--- src/sv/chm_pkg.sv ---
package chm_pkg;

	localparam int BUCKETS    = 64;
	localparam int ENTRIES    = 256;
	localparam int KEY_BITS   = 32;
	localparam int VALUE_BITS = 32;

	localparam int IDX_W  = $clog2(ENTRIES);
	localparam int PTR_W  = $clog2(ENTRIES + 1);
	localparam int BKT_W  = (BUCKETS > 1) ? $clog2(BUCKETS) : 1;
	localparam int CNT_W  = $clog2(BUCKETS + 1);
	localparam int CFG_W  = 7;
	localparam int MAG_W  = KEY_BITS + (KEY_BITS % 2);
	localparam int STEPS  = MAG_W / 2;
	localparam int STEP_W = $clog2(STEPS + 1);

	localparam logic [PTR_W-1:0] NIL_PTR = PTR_W'(ENTRIES);
	localparam logic [CFG_W-1:0] BC_RESET = CFG_W'(64);

	typedef enum logic [1:0] {
		OP_GET    = 2'd0,
		OP_PUT    = 2'd1,
		OP_SUBMIT = 2'd2,
		OP_POP    = 2'd3
	} op_t;

	typedef enum logic [3:0] {
		ST_IDLE,
		ST_DIV,
		ST_HEAD,
		ST_HEAD2,
		ST_WALK,
		ST_CMP,
		ST_ALLOC_RD,
		ST_ALLOC,
		ST_HIT_PUT,
		ST_UNLINK,
		ST_RELEASE,
		ST_DONE
	} state_t;

	function automatic logic ptr_nil(input logic [PTR_W-1:0] p);
		return p >= NIL_PTR;
	endfunction

endpackage

--- src/sv/chm_mod.sv ---
module chm_mod
	import chm_pkg::*;
(
	input  logic                       clk,
	input  logic                       arst_n,
	input  logic                       start,
	input  logic signed [KEY_BITS-1:0] key,
	input  logic [CNT_W-1:0]           bc,
	output logic                       done,
	output logic [BKT_W-1:0]           bucket
);

	localparam int RW = CNT_W + 2;

	logic              busy_q, done_q, neg_q;
	logic [STEP_W-1:0] cnt_q;
	logic [MAG_W-1:0]  mag_q;
	logic [CNT_W-1:0]  rem_q, bc_q, rem_d;
	logic [RW-1:0]     t, bc1, bc2, bc3;
	logic [KEY_BITS-1:0] mag_in;

	assign mag_in = key[KEY_BITS-1] ? (~key + 1'b1) : key;

	// radix-4 restoring step: subtract the largest multiple of bc that fits
	always_comb begin
		t   = {rem_q, mag_q[MAG_W-1 -: 2]};
		bc1 = RW'(bc_q);
		bc2 = bc1 << 1;
		bc3 = bc1 + bc2;
		if (t >= bc3) begin
			rem_d = CNT_W'(t - bc3);
		end else if (t >= bc2) begin
			rem_d = CNT_W'(t - bc2);
		end else if (t >= bc1) begin
			rem_d = CNT_W'(t - bc1);
		end else begin
			rem_d = CNT_W'(t);
		end
	end

	always_ff @(posedge clk or negedge arst_n) begin
		if (!arst_n) begin
			busy_q <= 1'b0;
			done_q <= 1'b0;
			cnt_q  <= '0;
		end else begin
			done_q <= 1'b0;
			if (start) begin
				busy_q <= 1'b1;
				cnt_q  <= STEP_W'(STEPS);
			end else if (busy_q) begin
				if (cnt_q == '0) begin
					busy_q <= 1'b0;
					done_q <= 1'b1;
				end else begin
					cnt_q <= cnt_q - 1'b1;
				end
			end
		end
	end

	always_ff @(posedge clk) begin
		if (start) begin
			mag_q <= MAG_W'(mag_in);
			neg_q <= key[KEY_BITS-1];
			bc_q  <= bc;
			rem_q <= '0;
		end else if (busy_q && cnt_q != '0) begin
			mag_q <= mag_q << 2;
			rem_q <= rem_d;
		end
	end

	// negative key: remainder of the magnitude folded to non-negative
	assign done   = done_q;
	assign bucket = (neg_q && rem_q != '0) ? BKT_W'(bc_q - rem_q) : BKT_W'(rem_q);

endmodule

--- config.mk ---
export PLATFORM = sky130hd
export DESIGN_NAME = chm_mod
export DESIGN_NICKNAME = d
export VERILOG_FILES = /design/src/sv/chm_pkg.sv /design/src/sv/chm_mod.sv
export SDC_FILE = /design/constraint.sdc
export NUM_CORES = 1
export LEC_CHECK = 0
export BUFFER_PORTS_ARGS = -buffer_cell sky130_fd_sc_hd__buf_2
export CAP_MARGIN = 40
export CORE_MARGIN = 4
export CORE_UTILIZATION = 65
export CTS_BUF_LIST = sky130_fd_sc_hd__clkbuf_4 sky130_fd_sc_hd__clkbuf_8
export CTS_CLUSTER_DIAMETER = 100
export DETAILED_ROUTE_END_ITERATION = 8
export PLACE_DENSITY = 0.87
export SYNTH_ARGS = -nofsm -noshare
export SYNTH_HDL_FRONTEND = slang
export SYNTH_SLANG_ARGS = --single-unit
--- constraint.sdc ---
create_clock -name clk -period 10.8 [get_ports clk]
set_input_delay 0.54 -clock clk [delete_from_list [all_inputs] [get_ports clk]]
set_output_delay 0.54 -clock clk [all_outputs]
set_load 0.03 [all_outputs]
### Word level (Yosys, flattened, before mapping)

Cells that the tools add are included.
Widths: inputs -> output; s select.

| operators by class | value |
|---|---|
| add/sub/neg operators | 7 |
| order comparisons | 3 |
| eq/ne operators | 1 |
| multiplexer cells | 16 |
| bitwise logic cells | 1 |
| reduce and logical (&&, ||, !) cells | 8 |

Operators with widths:

| kind | number |
|---|---|
| $mux 32 | 3 |
| $add 32x1->32 const B | 1 |
| $not 32->32 | 1 |
| $mux 7 | 3 |
| $sub 7x7->7 | 3 |
| $mux 5 | 3 |
| $add 7x8->9 | 1 |
| $ge 9x7->1 | 1 |
| $ge 9x8->1 | 1 |
| $ge 9x9->1 | 1 |
| $reduce_bool 7->1 | 1 |
| $mux 1 | 6 |
| $mux 6 | 1 |
| $sub 6x6->6 | 1 |
| $logic_not 5->1 | 1 |
| $reduce_bool 5->1 | 1 |
| $sub 5x1->5 const B | 1 |
| $reduce_bool 2->1 | 2 |
| $logic_and 1x1->1 | 2 |
| $ne 2x2->1 const B | 1 |
| $reduce_and 2->1 | 1 |

| word-level totals | value |
|---|---|
| register bits after elaboration | 54 |
| input port bits | 42 |
| output and inout bits | 7 |
| word-level logic and storage cells | 43 |

### Logic depth before layout (Yosys ltp)

| depth | value |
|---|---|
| word-level depth | 4 |
| mapped depth | 16 |
| gate-level depth less buffers | 16 |

### Least setup slack after synthesis

No wires, ideal clock.

| timing | value |
|---|---|
| kind | register to register |
| start | reg bc_q[1] |
| end | reg rem_q[2] |
| library setup time | 0.117 ns |
| arrival | 3.353 ns |
| required time | 10.683 ns |
| path slack | 7.329 ns |
| cell stages (with the launch flop) | 17 |
| path buffers | 0 |
| clock period less this slack | 3.471 ns |
| cell sequence | edfxtp_1 ha_1 inv_1 fa_1 nor2b_1 o21ai_0 nand2b_1 a21oi_1 o21bai_1 xnor2_1 ha_1 a21o_1 a21oi_1 o21a_1 nand2_1 or4_1 a32o_1 |

| on the way | value |
|---|---|
| longest elaborated chain between the ends | 4 |
| elaborated cells between the ends (all ways) | 10 |
| classes of those cells | 4 x add/sub; 3 x order compare; 3 x mux |

Ends and longest elaborated chain:

| what | RTL line | text |
|---|---|---|
| from (decl) | chm_mod.sv:18 | `logic [CNT_W-1:0] rem_q, bc_q, rem_d;` |
| from (signal assigned) | chm_mod.sv:66 | `bc_q <= bc;` |
| branches (longest 3 deep; another with $add 7x8->9) | - |  |
| $mux 7 * | chm_mod.sv:30 | `if (t >= bc3) begin` |
| to (signal assigned) | chm_mod.sv:70 | `rem_q <= rem_d;` |
| to (decl) | chm_mod.sv:18 |  |

Every way passes the cells marked *.
A chain may end at the register's enable or synchronous reset.

### Final worst setup path

Same ends and word-level chain as after synthesis.

==> impl_metrics.csv <==
group,metric,value,unit
finish,area_growth,8.856,%
job,drv_cap,0,
drt,drt-met1-wl,4351,um
placed_design,postPlaceCellArea,4664,um2
logic_synthesis,yosysWarnings,0,
clock_network,cts_root_buf,"clkbuf_8",
worst_setup_path,rr_endpoint,"rem_q[2]",
logic_synthesis,syn_area_per_cell,9.076,um2
floorplanning,die_x,89.95,um
drt,wl_per_cell,16.91,um
drt,wl_met2,4884,um
placed_design,portBuffers,48,
floorplanning,fp.dieH,89.95,um
floorplanning,rows,29,
worst_setup_path,cp_slowest_cell,"or4_1",
drt,detail-route-antenna-nets,0,
global_route,antenna_found_initial,0,
drt,routed_wl,10160,um
sta,tightestPinTransition,775.5,ps
logic_synthesis,syn_inst,481,
sta,fin_crit_sh,35.73,%
logic_synthesis,synth_edf_count,40,
pwr,p_leak,2.015,nW
sta,fin_setup_tns,0,ps
global_route,grt_start_max_net_pins,82,
global_route,overflow,0,
worst_setup_path,endpoint,"rem_q[2]",
floorplanning,io_pins,49,
worst_setup_path,timing.rr.start,"bc_q[1]",
sta,relSlewSlack,48.30,%
worst_setup_path,cp-start-kind,"flop",
worst_setup_path,path_buf_inv,1,
worst_setup_path,cp_top_family,"compound AO/OA/AOI/OAI gates",
worst_setup_path,critical_path.cell_chain,"ha_1, inv_1, fa_1, nor2b_1, o21ai_0, nand2b_1, a21oi_1, o21bai_1, xnor2_1, ha_1, a21o_1, a21oi_1, o21a_1, nand2_1, or4_1, a32o_1",
finish,final_cell_mix,"49 x nor2_1, 49 x buf_2, 48 x a21oi_1",
sta,clock_skew,9.567,ps
worst_setup_path,cp.depth,16,
placed_design,pre_cts_ws,7014,ps
worst_setup_path,endpoint_kind,"flop",
worst_setup_path,worst-path-max-fanout,8,
finish,stdcell_area,4752,um2
drt,drc,0,
logic_synthesis,synth.distinct_cells,58,
logic_synthesis,yosysSeqAreaShare,34.74,%
sta,rsz0062_at_grt,"false",
clock_network,cts.repair.resized,0,
logic_synthesis,ys_seq_elements,54,
drt,met3WireLength,569,um
clock_network,htree_levels,2,
clock_network,path_clk_slew,100,ps
pwr,cellPowerDensity,222.1,nW/um2
finish,final_nets,607,
clock_network,holdBufCountCts,0,
sta,setup_slack,6941,ps
placed_design,place.gp.congestion,0.9748,
worst_setup_path,critPathArrivalTime,4070,ps
sta,fmax,259.2,MHz
sta,finalSetupViolations,0,
finish,drive_gt1_share,12.98,%
floorplanning,core_area,6422,um2
floorplanning,initial_core_util,67.97,%
outcome,status,"finished clean",
worst_setup_path,critPathRequiredTime,11010,ps
logic_synthesis,synth-async-reset-ratio,12.96,%
worst_setup_path,path_class,"reg -> reg",
global_route,grt_pass1_vias,3654,
sta,slew_viol_final,0,
floorplanning,dieArea,8091,um2
global_route,grt_usage,25.26,%
logic_synthesis,syn_area,4365,um2
drt,dr.pass1.iters,6,
worst_setup_path,cp-startpoint,"bc_q[1]",
clock_network,post_cts_buffers,0,
sta,hold_violations,0,
drt,vias,3818,
clock_network,clk-insertion-delay-late,310,ps
finish,nFillCells,488,
logic_synthesis,synth_flop_cell,"edfxtp_1",
sta,holdWs,39.87,ps
drt,drtIter0Drc,248,
worst_setup_path,max_stage_delay,570,ps
clock_network,cts.sinks,54,
global_route,grt_pass1_wl,17080,um
worst_hold_path,hold_class,"in -> async",
clock_network,clock_path_buffers,2,
placed_design,hpwl,7797,um
drt,top_layer,"met4",
finish,num_antenna_cells,0,
finish,utilization,73.99,%
worst_setup_path,reg2reg_setup_slack,6940,ps
drt,viasPerCell,6.353,
clock_network,cts_tree,"built",
logic_synthesis,syn-num-nets,565,
clock_network,numCtsBuffers,5,
pwr,ir_drop,0.0001048,V
worst_setup_path,ff2ff_path_depth,16,
sta,period_minus_slack,3859,ps
worst min-delay path by stage:
stage,start,slack [ps],endpoint,cells past startpoint
3_5_place_dp,arst_n,380,cnt_q[4],1
2_1_floorplan,arst_n,240,busy_q,0
4_1_cts,arst_n,40,cnt_q[4],1
3_3_place_gp,arst_n,380,done,1
5_1_grt,arst_n,40,cnt_q[4],1
6_report,arst_n,40,cnt_q[2],1
final cells by class:
cell class	instances	area (um2)	area share (%)
well taps	77	96.34	2.027
repair buffers	52	267.8	5.635
flip-flops and latches	54	1516	31.91
clock buffers	5	68.82	1.448
clock inverters	3	18.77	0.3949
inverters	27	101.3	2.133
multi-input cells	383	2683	56.45
report_power, final:
group          switching (mW)  internal, mW  leakage (nW)
Sequential             0.0529         0.288         0.550
Clock                  0.0665        0.0458        0.0483
Combinational           0.352         0.250          1.42
cell usage after synthesis (2+ instances only):
library cell | n | area (um2)
o211ai_1 | 2 | 15.01
nand3b_1 | 4 | 30.03
or3_1 | 10 | 62.56
fa_1 | 5 | 100.1
and2_1 | 3 | 18.77
edfxtp_1 | 40 | 1201
nor4_1 | 3 | 18.77
a211oi_1 | 4 | 30.03
o21bai_1 | 3 | 22.52
o31a_1 | 4 | 35.03
a221oi_1 | 4 | 35.03
o311ai_0 | 3 | 26.28
mux2_2 | 2 | 22.52
and3_1 | 5 | 31.28
nor3_1 | 5 | 25.02
xnor2_1 | 8 | 70.07
nand4_1 | 3 | 18.77
dfxtp_1 | 7 | 140.1
ha_1 | 37 | 462.9
o21a_1 | 7 | 52.55
a21o_1 | 4 | 30.03
o311a_1 | 2 | 20.02
nor3b_1 | 3 | 22.52
xor2_1 | 39 | 341.6
o41ai_1 | 7 | 61.31
nor2b_1 | 11 | 68.82
dfrtp_1 | 7 | 175.2
inv_1 | 27 | 101.4
nand3_1 | 12 | 60.06
clkbuf_1 | 15 | 56.30
o21ai_0 | 29 | 145.1
o31ai_1 | 11 | 82.58
nand2_1 | 24 | 90.09
or4_1 | 6 | 45.04
nor2_1 | 49 | 183.9
a21oi_1 | 48 | 240.2
a32o_1 | 2 | 20.02
nand2b_1 | 6 | 37.54
kinds of logic after synthesis:
kind of cell,share of synthesized area [%]
AOI/OAI and AO/OA,20.81
xor gates and xnor gates,9.430
adders and majority gates,12.90
buffers and inverters,3.812
DFF,34.74
muxes,0.7452
and+or+nand+nor,17.57
per-stage QoR:
step                instances  power, mW
floorplan                 481     0.7777
global placement          592     0.9102
detailed placement        593     0.9322
CTS                       601      1.047
global route              601      1.135
finish                    601      1.056
sequential cells by signal, summed over array words and instances (netlist names):
signal	cells
busy_q	1
neg_q	1
rem_q	7
mag_q	32
bc_q	7
cnt_q	5
done	1
routing by layer:
layer	vias up	global-route usage (%)
met3	35	2.755
met1	1773	33.68
li1	1867	-
met5	-	0
met2	143	42.67
met4	0	9.439
Note: power is estimated with default switching activity, not from simulation.
